<file path="src/hw/rtl/mfr_mul.sv">
// Three-stage saturating fixed-point multiplier, truncating toward zero.
`default_nettype none
module mfr_mul #(
   parameter int W = 32,
   parameter int F = 16
) (
   input  wire logic         clock,
   input  wire logic         en,
   input  wire logic [W-1:0] a,
   input  wire logic [W-1:0] b,
   output logic      [W-1:0] q,
   output logic              sat
);
   localparam logic [2*W-1:0] LIM_POS = {{(W+1){1'b0}}, {(W-1){1'b1}}};
   localparam logic [2*W-1:0] LIM_NEG = {{W{1'b0}}, 1'b1, {(W-1){1'b0}}};
   localparam logic [W-1:0]   MAXV    = {1'b0, {(W-1){1'b1}}};
   localparam logic [W-1:0]   MINV    = {1'b1, {(W-1){1'b0}}};

   logic [W-1:0]   ua_ff, ub_ff, ua_in, ub_in;
   logic           neg1_ff, neg2_ff;
   logic [2*W-1:0] p_ff, p_in, sh;
   logic [W-1:0]   q_ff, q_in;
   logic           sat_ff, sat_in;

   always_comb begin
      ua_in = a[W-1] ? (~a + 1'b1) : a;
      ub_in = b[W-1] ? (~b + 1'b1) : b;
      p_in  = {{W{1'b0}}, ua_ff} * {{W{1'b0}}, ub_ff};
      sh    = p_ff >> F;
      if (sh > (neg2_ff ? LIM_NEG : LIM_POS)) begin
         q_in   = neg2_ff ? MINV : MAXV;
         sat_in = 1'b1;
      end else begin
         q_in   = neg2_ff ? (~sh[W-1:0] + 1'b1) : sh[W-1:0];
         sat_in = 1'b0;
      end
   end

   always_ff @(posedge clock) begin
      if (en) begin
         ua_ff   <= ua_in;
         ub_ff   <= ub_in;
         neg1_ff <= a[W-1] ^ b[W-1];
         p_ff    <= p_in;
         neg2_ff <= neg1_ff;
         q_ff    <= q_in;
         sat_ff  <= sat_in;
      end
   end

   assign q   = q_ff;
   assign sat = sat_ff;
endmodule
`default_nettype wire

</file>
<file path="config.mk">
export PLATFORM = sky130hd
export DESIGN_NAME = mfr_mul
export DESIGN_NICKNAME = d
export VERILOG_FILES = /design/src/hw/rtl/mfr_mul.sv
export SDC_FILE = /design/constraint.sdc
export NUM_CORES = 2
export LEC_CHECK = 0
export ABC_AREA = 1
export BUFFER_PORTS_ARGS = -buffer_cell sky130_fd_sc_hd__buf_2
export CAP_MARGIN = 30
export CELL_PAD_IN_SITES_DETAIL_PLACEMENT = 0
export CELL_PAD_IN_SITES_GLOBAL_PLACEMENT = 2
export CORE_MARGIN = 2
export CORE_UTILIZATION = 40
export CTS_CLUSTER_DIAMETER = 30
export DETAILED_ROUTE_END_ITERATION = 8
export GPL_TIMING_DRIVEN = 1
export PLACE_DENSITY = 0.86
export REMOVE_ABC_BUFFERS = 1
export SLEW_MARGIN = 15
export SYNTH_ARGS = -nofsm -noshare
export SYNTH_HDL_FRONTEND = slang
export SYNTH_SLANG_ARGS = --single-unit
export TNS_END_PERCENT = 30
</file>
<file path="constraint.sdc">
create_clock -name clock -period 7.69 [get_ports clock]
set_input_delay 0.3845 -clock clock [delete_from_list [all_inputs] [get_ports clock]]
set_output_delay 0.3845 -clock clock [all_outputs]
set_load 0.02 [all_outputs]
</file>
* Yosys cells after proc, flatten, opt, wreduce, memory -nomap -nowiden
Index checks and enable logic that the tools add are counted.
Storage, ports and cells: latch bits 0, flip-flop bits (word level) 163, output and inout port bits 33, input port bits 66, memory bits (writable) 0, bits in read-only memories 0, word-level logic and storage cells 25, memories kept 0
Cells by class: add/subtract/negate cells 3, divide/modulo/power cells 0, bitwise logic cells 4, equality and inequality tests 0, shifts and indexed selects 0, reductions and logical operators 0, multiply operators 1, $lt $le $gt $ge 1, mux-type cells 7
Operator list (number):
- 2-to-1 mux 32 bit | 4
- adder 32 x 1 -> 32 bit, second input constant | 3
- NOT 32 bit | 3
- multiplier 32 x 32 -> 64 bit | 1
- 2-to-1 mux 31 bit | 2
- greater-than comparator 48 x 32 -> 1 bit | 1
- 2-to-1 mux 1 bit | 1
- bitwise XOR 1 bit | 1

* Logic depth before layout (Yosys ltp)
word-level depth 4, depth in mapped cells 32, mapped depth without buffers 31

* Worst setup path after synthesis
Ideal clock, no wire load.
path type reg2reg, start reg ub_ff[2], end reg p_ff[57], data pin, slack 1.340 ns, data arrival time 6.098 ns, buffers on the path 1, library setup time 0.252 ns, required time 7.438 ns, stages on the path, launching flop included 28, clock period less this slack 6.350 ns, cell sequence edfxtp_1 -> clkbuf_1 -> nand2_1 -> fa_1 -> inv_1 -> fa_1 -> inv_1 -> fa_1 -> fa_1 -> inv_1 -> fa_1 -> fa_1 -> fa_1 -> inv_1 -> fa_1 -> inv_1 -> ha_1 -> nand2_1 -> inv_1 -> nand2_1 -> nand2_1 -> o21bai_1 -> a21oi_1 -> nor2_1 -> nor2_1 -> nand2_1 -> nand2_1 -> nand2_1
On the way: cells in the longest elaborated chain, start to end 1
Ends and longest elaborated chain:
- start, declared | line 19 | logic [W-1:0] ua_ff, ub_ff, ua_in, ub_in;
- start signal, assigned | line 42 | ub_ff <= ub_in;
- multiplier 32 x 32 -> 64 bit | line 28 | p_in = {{W{1'b0}}, ua_ff} * {{W{1'b0}}, ub_ff};
- named net p_in[57] | line 21 | logic [2*W-1:0] p_ff, p_in, sh;
- end signal, assigned | line 44 | p_ff <= p_in;
- end, declared | line 21
The timed path passes the listed nets, and every way through them passes these cells. A chain may end at the register's enable or synchronous reset.

* Final worst setup path
start reg ub_ff[11], end reg p_ff[33], data pin
The elaborated chain is that of the path after synthesis.

==> run summary <==
Yosys top cell by area: fa_1
Crit path from: ub_ff[11]
Status: completed
CTS sink cnt: 147
WHS Endpoint: ub_ff[0]
Initial antenna violation count: 2
Setup violators final: 0
Max-slew violations: 0
MaxCap Viol Count: 0
Avg WL per Cell: 18.4 µm
TritonCTS Buffers: 17
Synth Cell Area: 42900 µm²
Via count: 33400
Most common cell in the netlist: inv_1
Final GP Congestion: 0.920
Ys Warns: 0
Register-to-Register Path Depth: 27
CP Max Fanout: 19
Detailed-route DRC error count: 0
Final Cycle Share: 96.5%
Async S/R FF share, synth: 0%
PortBufs: 98
CTS root buffer: clkbuf_16
Cell Count, Final, Fillers Out: 7014
CTS Hold Bufs: 0
Layout cells sized above 1: 6.63%
Max Freq: 135 MHz
Boundary Pins: 99
Worst hold path type: primary input to flop
Worst path max stage delay: 0.71 ns
Hold path startpoint: b[0]
CP Data Required Time: 7.93 ns
Routed vias/inst: 4.76
Top-area cell type share of the netlist area: 41.7%
Clock Latency Late Sink: 0.50 ns
H-tree depth: 4
Die Y: 332 µm
Most used cell, CP: fa_1
Gr ovfl total: 0
Final hold vios: 0
Post-synth EDFFs: 147
Setup TNS: 0 ns
Crit. End Element: flop
Final core occ: 43.9%
Nature of the critical path startpoint: flop
CP top delay family: adder cells
Relative slew slack: 33.5%
R2R Path Start: ub_ff[11]
Chip width: 332 µm
Hpwl dp: 108000 µm
Reg clk slew, reported paths: 0.08 ns
Post-synth top cells: inv_1 (1663), nand2_1 (1532), fa_1 (895), ha_1 (295), nor2_1 (229)
Multi-input gate area: 31500 µm²
Drt pass-1 iters: 5
Dominant cells by area after synthesis: fa_1 (42%), inv_1 (15%), nand2_1 (13%), edfxtp_1 (10%), ha_1 (8.6%)
Slowest library cell on the worst path: edfxtp_1
Sequential area share after synthesis: 10.3%
Layout Skew: 0.0231 ns
Initial Util: 40.2%
Drt total wl: 129000 µm
DP Cell Count: 6970
Core footprint: 107000 µm²
Setup CP Type: flop to flop
Unrepaired setup endpoints after global routing: false
Crit path time final: 7.42 ns
Total GRT Usage: 24.2%
DRT antenna net count: 0
Post-synthesis cell count: 5492
Mapped Avg Cell Area: 7.82 µm²
Top FF cell, synth: edfxtp_1
Fillers: 10900
Register area: 4410 µm²
# rows: 120
First-pass GRT wire length: 206000 µm
Area Overhead vs Synth: 9.11%
Critical R2R Capture: p_ff[33]
WP buf/inv: 9
Vias in the first global route: 35800
R2R Setup Slk: 0.27 ns
WP data arrival: 7.66 ns
Largest net degree at the start of global routing: 93
TritonCTS clock tree: built
Hold Path Depth: 1
Clk buf depth: 2
Iter 0 DRT Violations: 2099
Total die area: 110000 µm²
Fin nets: 6852
Worst slew pin tran: 0.998 ns
Seq cells post-synth: 147
Cell variety after synth: 45
cells by family (layout without fill, tap and decap cells):
logic type	after synthesis	after routing	synth area share (%)
DFF	147	147	10.3
and+or+nand+nor	1946	1946	18.0
other	0	2	0
xor gates and xnor gates	106	106	2.18
adders and majority gates	1190	1190	50.3
AOI/OAI and AO/OA	225	225	2.78
buffers and inverters	1878	1995	16.5
timing repair:
action | CTS | global route
setup buffers | 0 | 10
setup endpoints to repair | 0 | 17
resized for setup | 0 | 1
area by class of cell:
type                       instances  area share (%)
multi-input combinational       3467            67.1
sequential                       147            9.42
inverter                        1670            13.4
tap                             1403            3.75
clock inverter                    15           0.430
antenna                            2          0.0107
clock buffer                      17           0.908
timing repair buffer             293            4.99
state kept, by name, indices dropped and copies added, names as in the netlist:
signal   count
neg2_ff      1
p_ff        48
ua_ff       32
q           32
neg1_ff      1
sat          1
ub_ff       32
through the flow:
step                hold slack (ns)  worst slack [ns]  area [µm²]
floorplan                     0.400              1.14       42100
CTS                          0.0989             0.172       46700
global placement              0.463             0.194       46100
finish                        0.138             0.270       46900
detailed placement            0.461             0.195       46100
global route                  0.126            0.0172       46900
worst max path at each step:
stage	slack, ns	cells past startpoint	to
6_report	0.27	27	p_ff[33]
5_1_grt	0.02	26	p_ff[44]
4_1_cts	0.17	23	p_ff[44]
2_1_floorplan	1.14	26	p_ff[57]
3_3_place_gp	0.19	23	p_ff[44]
3_5_place_dp	0.20	23	p_ff[44]
cells in the final DEF, fill, tap and decap left out, drive strengths merged:
cell     instances
clkinv           8
nand3           94
a21oi          109
nor2           241
edfxtp         147
ha             295
or2              4
nand3b           4
o31ai            4
diode            2
buf            293
inv           1677
nor4             3
xor2            75
nand2         1541
clkbuf          17
o21a             4
a21o             5
a31oi            4
o21bai           6
fa             895
a21boi           2
nand4           27
xnor2           31
o21ai           90
and3             2
nor3            30
o2111ai          1
worst reg2reg max path, delay by kind of cell, from the launching register on:
kind	cells	cell delay, ns
fa+ha+maj	9	4.38
buf+inv	9	0.89
simple gates	8	0.85
flops	1	0.71
compound gates	1	0.36
layer usage:
metal,track usage (%),wire length [µm],vias to the layer above
met5,0,13,-
met2,43.5,65800,756
li1,-,-,15700
met3,2.06,5020,149
met4,5.86,3180,2
met1,31.6,55300,16800
Power is left out: the tool's default activity adds up to more than one toggle a clock period on the data nets, which glitch-free logic cannot reach.
