`src/hw/rtl/mfr_delay.sv`:
```
// Enabled shift-register delay line for side data traveling beside the arithmetic units.
`default_nettype none
module mfr_delay #(
   parameter int WIDTH = 8,
   parameter int DEPTH = 2
) (
   input  wire logic             clock,
   input  wire logic             reset,
   input  wire logic             en,
   input  wire logic [WIDTH-1:0] d,
   output logic      [WIDTH-1:0] q
);
   logic [WIDTH-1:0] pipe_ff [DEPTH];

   always_ff @(posedge clock) begin
      if (reset) begin
         for (int i = 0; i < DEPTH; i++) pipe_ff[i] <= '0;
      end else if (en) begin
         pipe_ff[0] <= d;
         for (int i = 1; i < DEPTH; i++) pipe_ff[i] <= pipe_ff[i-1];
      end
   end

   assign q = pipe_ff[DEPTH-1];
endmodule
`default_nettype wire

```
`config.mk`:
```
export PLATFORM = sky130hd
export DESIGN_NAME = mfr_delay
export DESIGN_NICKNAME = d
export VERILOG_FILES = /design/src/hw/rtl/mfr_delay.sv
export SDC_FILE = /design/constraint.sdc
export NUM_CORES = 1
export LEC_CHECK = 0
export ABC_CLOCK_PERIOD_IN_PS = 1650
export BUFFER_PORTS_ARGS = -buffer_cell sky130_fd_sc_hd__buf_4
export CAP_MARGIN = 20
export CORE_ASPECT_RATIO = 0.9
export CORE_UTILIZATION = 40
export DETAILED_ROUTE_END_ITERATION = 7
export GPL_ROUTABILITY_DRIVEN = 1
export HOLD_SLACK_MARGIN = 0.15
export PLACE_DENSITY = 0.62
export SETUP_SLACK_MARGIN = 0.15
export SLEW_MARGIN = 10
export SYNTH_ARGS = -nofsm -noshare
export SYNTH_HDL_FRONTEND = slang
export SYNTH_SLANG_ARGS = --single-unit
```
`constraint.sdc`:
```
create_clock -name clock -period 1.65 [get_ports clock]
set_clock_uncertainty 0.2 [all_clocks]
set_input_delay 0.33 -clock clock [delete_from_list [all_inputs] [get_ports clock]]
set_output_delay 0.33 -clock clock [all_outputs]
set_load 0.02 [all_outputs]
```
Yosys cells after proc, flatten, opt, wreduce, memory -nomap -nowiden
Memory sizes are Yosys's and may differ from the RTL's.
Index checks and enable logic that the tools add are counted.
{"block": "word_totals", "memories": 1, "mem_bits_rw": 16, "ff_bits": 0, "wordCells": 10, "out_inout_bits": 8}
{"block": "op_classes", "muxes": 7, "bitwise": 2}
{"name": "pipe_ff", "words": 2, "word_bits": 8, "read_ports": 2, "rd_clocked_by_memory_dff": 0, "write_ports": 2, "line": "13", "text": "logic [WIDTH-1:0] pipe_ff [DEPTH];"}
{"op": "$mux W8", "count": 2}
{"op": "$mux W1", "count": 5}
{"op": "$or A1 B1 Y1", "count": 2}

Depth between registers and ports, before layout
Gate-level depths: netlist of the first run.
{"block": "logic_depth", "word_depth": 4, "depth_mapped": 2, "mapped_depth_nobuf": 1}

Worst setup path after synthesis of the first run
Ideal clock, no wire load.
{"block": "synth_path", "path_kind": "input to register", "from": "in reset", "to": "mem pipe_ff[0][0] (enable)", "setup_slack_ns": 0.247, "stages": 2, "n_path_buf": 1, "arrival_time_ns": 0.830, "setup_time_ns": 0.373, "path_cell_list": "buf_6 or2_1"}
{"element": "start, declared", "line": "8", "text": "input wire logic reset,"}
{"element": "end, declared", "line": "13"}

==> results of run 1 <==
==> cell families (layout without fill, tap and decap cells) <==
family        after synthesis  count (layout)  synth area share [%]
simple gates               17              17                  21.5
flops                      16              16                  67.0
buf+inv                    10              23                  11.5
==> layer usage <==
layer,vias to the layer above,part of all wire [%],wire length (um)
met2,18,40,291
li1,179,-,-
met3,0,9.0,66
met5,-,0,0
met4,0,0,0
met1,143,51,377
==> cell usage in the layout, fill, tap and decap left out, drive strengths merged <==
master,n
buf,20
edfxtp,16
and3b,16
clkbuf,3
or2,1
==> power groups by stage <==
stage / Combinational [W] / Clock [W] / Sequential (W)
2_1_floorplan: 0.0000640 / 0 / 0.000492
3_3_place_gp: 0.0000872 / 0 / 0.000493
3_5_place_dp: 0.0000885 / 0 / 0.000494
4_1_cts: 0.0000885 / 0.000192 / 0.000485
5_1_grt: 0.0000942 / 0.000209 / 0.000488
6_report: 0.0000870 / 0.000183 / 0.000484
==> cell type report <==
cell class | count | share of cell area [%]
clock buffer | 3 | 2.69
tap | 24 | 3.59
sequential | 16 | 57.4
multi-input combinational | 17 | 18.4
timing repair buffer | 20 | 17.9
==> how the worst max path moves through the flow <==
stage | from | end | cells past startpoint
6_report | pipe_ff[0][15] | q[7] | 1
5_1_grt | pipe_ff[0][11] | q[3] | 1
4_1_cts | pipe_ff[0][15] | q[7] | 1
3_5_place_dp | en | pipe_ff[0][8] | 2
3_3_place_gp | reset | pipe_ff[0][11] | 2
2_1_floorplan | reset | pipe_ff[0][0] | 2
==> through the flow <==
stage,utilization (%),hold WS (ns),setup slack [ns],cells,total power (W)
after floorplan,-,0.331,0.247,43,0.000556
after global placement,48.4,0.337,0.166,77,0.000581
after detailed placement,48.4,0.346,0.142,77,0.000583
after CTS,49.8,0.164,0.314,80,0.000765
after global routing,49.8,0.162,0.281,80,0.000791
final,49.8,0.171,0.327,80,0.000755
==> impl_metrics.yaml, run 1 <==
status:
  outcome: "finished, final reports clean"
critical_path:
  arrival_ns: 0.79
  r2r_cells: 1
  crit_family: "flip-flops"
  start_kind: "flop"
  reg2reg_slack_ns: 0.65
  crit_buf_inv: 1
  critical_path_required_ns: 1.12
  crit_chain: "buf_4"
  reg2reg_to: "pipe_ff[0][13]"
  cpPeakStageDelay_ns: 0.36
  crit_path_top_delay_cell: "edfxtp_1"
  crit_fanout: 1
  r2r_start: "pipe_ff[0][5]"
  worstSetupPathType: "reg -> out"
  worstSetupEndpointType: "primary output"
pwr:
  comb_power_share_pct: 11.5
  clkPwrFrac_pct: 24.3
  netSwitchingPower_w: 0.000145
  powerDensity_nw_per_um2: 902
  power.internal_w: 0.000609
  power.leakage_nw: 0.400
  switching_share_pct: 19.3
  power_frac_seq_pct: 64.2
  peakVddDrop_mv: 0.389
place:
  placed_area_um2: 815
  gp_congestion: 0.594
  io_buffer_count: 18
clock_network:
  cts.path.max_buffers: 2
  clock_sinks: 16
  cts_buffers: 3
  clk_pin_slew_worst_paths_ns: 0.08
  htree_levels: 1
  cts_tree: "built"
  post_cts_buffers: 0
  cts_hold_buffers: 0
  root_buffer: "clkbuf_4"
  cts_resized: 0
  clk_latency_ns: 0.27
sta:
  rsz0062_at_grt: "no"
  setup_violations: 0
  final-hold-violation-count: 0
  clock.fmax_mhz: 756
  worstMarginPinSlew_ns: 0.624
  finalCritPeriodShare_pct: 80.2
  tns_ns: 0
  period_minus_slack_ns: 1.32
  slew_viol_final: 0
  relSlewSlack_pct: 58.4
yosys:
  synthTopCellsByArea: "edfxtp_1 67%, and3b_1 12%, and3b_2 8.4%"
  synth_edf_count: 16
  yosysSeqAreaShare_pct: 67.0
  ys_top_cells_by_count: "16 x edfxtp_1, 10 x and3b_1, 8 x buf_4, 6 x and3b_2, 2 x buf_6"
  synth_fp_nets: 54
  synth_ff_type: "edfxtp_1"
  yosys.area.top_type: "edfxtp_1"
  synth_top_area_share_pct: 67.0
  synthesis.area_um2: 717
  synth_most_common_cell: "edfxtp_1"
  synthCells: 43
  yosysWarnings: 0
  ys_ff_latch: 16
  async_reset_ff_share_pct: 0
  avgSynthCellArea_um2: 16.7
  netlist-cell-type-count: 6
die:
  die-area_um2: 1970
  initial_utilization_pct: 42.6
  die_h_um: 42.2
  die_x_um: 46.6
  io_pins: 19
  placementRows: 14
  core_area_um2: 1680
finish:
  final_area_um2: 837
  layout-area-overhead-vs-synth_pct: 16.8
  largest_register: "pipe_ff"
  reg.largest.list: "pipe_ff (16)"
  final_nets: 69
  drive_above_1_share_pct: 51.8
  largest_reg_flops: 16
  register_area_um2: 480
  num_antenna_cells: 0
  multi_input_area_um2: 154
  num-fill-cells: 163
detailed_routing:
  drtIter0Drc: 2
  first_pass_iters: 2
  drc_errors: 0
  vias: 340
  wl_per_cell_um: 9.19
  viasPerCell: 4.25
  drt_wl_total_um: 735
  ant_nets: 0
grt:
  use_met2_pct: 10.8
  grt_util_all_layers_pct: 8.07
  antenna_found_initial: 0
  grt_overflow: 0
  grt_max_degree: 17
  grt_pass1_wl_mm: 1.15
  first_global_vias: 284
  grt_use_met3_pct: 2.59
  busiest_layer: "met1"
  grtUsageMet1_pct: 12.0
min_path:
  hold_start: "d[7]"
  hold_class: "in -> reg"
  min_to: "pipe_ff[0][7]"
  hold_depth: 2
job:
  drv_cap: 0
(Power assumes the default switching activity.)
==> run 2, diff against run 1 <==
- ABC_CLOCK_PERIOD_IN_PS: 1650 -> 1360
- clock period: 1.65 -> 1.36 ns (I/O delays scaled with it)
==> run 2 against run 1 <==
Against the previous run:
- cell count fell by 1.3%
- wire length rose by 5.6%
- die area did not move
- worst setup slack got worse by 0.25 ns
- register-to-register slack got worse by 0.29 ns
- non-clock buffer count fell by 2
- first-iteration DRC count rose by 50%
- final area rose by 2.5%
- sequential share of layout area fell by 1.4 points
- total power rose by 25%
- critical path depth did not move
- sequential power rose by 22%
==> impl_metrics.yaml, run 2 (synthesis gave the netlist of run 1 again) <==
grt:
  grt_max_degree: 18
  grt_overflow: 0
  antenna_found_initial: 0
  grt_util_all_layers_pct: 10.1
  grt_pass1_wl_mm: 1.35
  first_global_vias: 323
finish:
  multi_input_area_um2: 156
  final_nets: 67
  layout-area-overhead-vs-synth_pct: 19.7
  drive_above_1_share_pct: 50.9
  largest_reg_flops: 16
  largest_register: "pipe_ff"
  final_common_cell: "edfxtp_1"
  most-common-layout-cells: "16 x edfxtp_1, 10 x and3b_1, 10 x buf_4"
  register_area_um2: 480
  stdcell_count: 79
  num-fill-cells: 162
  num_antenna_cells: 0
  reg.largest.list: "pipe_ff (16)"
die:
  initial_utilization_pct: 42.6
  die-area_um2: 1970
  core_area_um2: 1680
  placementRows: 14
  io_pins: 19
  die_x_um: 46.6
  die_h_um: 42.2
critical_path:
  start_kind: "flop"
  crit_path_top_delay_cell: "edfxtp_1"
  worstSetupPathType: "reg -> out"
  crit_family: "flip-flops"
  critical_path_required_ns: 0.89
  cpPeakStageDelay_ns: 0.39
  reg2reg_slack_ns: 0.36
  reg2reg_to: "pipe_ff[0][14]"
  crit_fanout: 1
  arrival_ns: 0.81
  crit_chain: "buf_6"
  r2r_start: "pipe_ff[0][6]"
  crit_buf_inv: 1
  worstSetupEndpointType: "primary output"
  r2r_cells: 1
detailed_routing:
  ant_nets: 0
  drt_wl_total_um: 776
  drtIter0Drc: 3
  drc_errors: 0
  viasPerCell: 4.37
  vias: 345
  wl_per_cell_um: 9.82
  first_pass_iters: 2
pwr:
  peakVddDrop_mv: 0.494
  power.leakage_nw: 0.401
  powerDensity_nw_per_um2: 1100
min_path:
  hold_start: "d[5]"
  hold_depth: 2
  min_to: "pipe_ff[0][5]"
  hold_class: "in -> reg"
sta:
  tns_ns: 0
  slew_viol_final: 0
  relSlewSlack_pct: 86.5
  finalCritPeriodShare_pct: 94.3
  clock.fmax_mhz: 780
  period_minus_slack_ns: 1.28
  final-hold-violation-count: 0
  setup_violations: 0
  worstMarginPinSlew_ns: 0.202
  rsz0062_at_grt: "yes"
clock_network:
  root_buffer: "clkbuf_4"
  htree_levels: 1
  post_cts_buffers: 0
  cts.path.max_buffers: 2
  cts_tree: "built"
  clk_latency_ns: 0.27
  clock_sinks: 16
  cts_buffers: 3
  clk_pin_slew_worst_paths_ns: 0.08
status:
  outcome: "finished, final reports clean"
place:
  dp.cells: 75
  gp_congestion: 0.625
  io_buffer_count: 18
job:
  drv_cap: 0
[run 2: cell count changes in the layout (fill, tap and decap cells not counted), sizes merged]
cell / before / now
clkinv: 0 / 1
buf: 20 / 18
[run 2: final cells by class]
| class | count | area share, % |
|---|---|---|
| Tap cell | 24 | 3.50 |
| Clock inverter | 1 | 0.437 |
| Clock buffer | 3 | 2.62 |
| Timing Repair Buffer | 18 | 19.2 |
| Multi-Input combinational cell | 17 | 18.2 |
| Sequential cell | 16 | 56.0 |
[run 2: what timing repair did]
item | 4_1_cts | 5_1_grt
resized for setup | 6 | 2
endpoints found under the hold margin | 8 | 8
endpoints found under the setup margin | 8 | 8
[run 2: report_power, final]
part	switching (W)	internal, W
Combinational	0.0000496	0.0000635
Clock	0.000130	0.000106
Sequential	0.00000997	0.000581
[run 2: how the worst max path moves through the flow]
stage,endpoint,start,cells past startpoint
finish,q[0],pipe_ff[0][8],1
global route,q[4],pipe_ff[0][12],1
CTS,q[0],pipe_ff[0][8],1
detailed placement,pipe_ff[0][14],en,2
global placement,pipe_ff[0][15],en,2
floorplan,pipe_ff[0][0],reset,2
[run 2: metrics by stage]
step / util, % / power, W / instance area [um2] / hold slack [ns] / worst slack (ns)
after global placement: 47.7 / 0.000702 / 802 / 0.346 / 0.120
after CTS: 50.6 / 0.000952 / 851 / 0.0931 / 0.0574
after floorplan: - / 0.000676 / 719 / 0.305 / 0.219
after detailed placement: 47.7 / 0.000704 / 802 / 0.339 / 0.109
after global routing: 51.0 / 0.000996 / 858 / 0.0954 / 0.0204
final: 51.0 / 0.000941 / 858 / 0.107 / 0.0774
[run 2: layer usage]
metal / GRT usage, % / wire (um) / vias up / share of wire (%)
met5: 0 / 0 / - / 0
met4: 8.57 / 13 / 0 / 1.7
met3: 3.02 / 52 / 2 / 6.7
met2: 14.7 / 362 / 19 / 47
met1: 11.8 / 348 / 149 / 45
li1: - / - / 175 / -
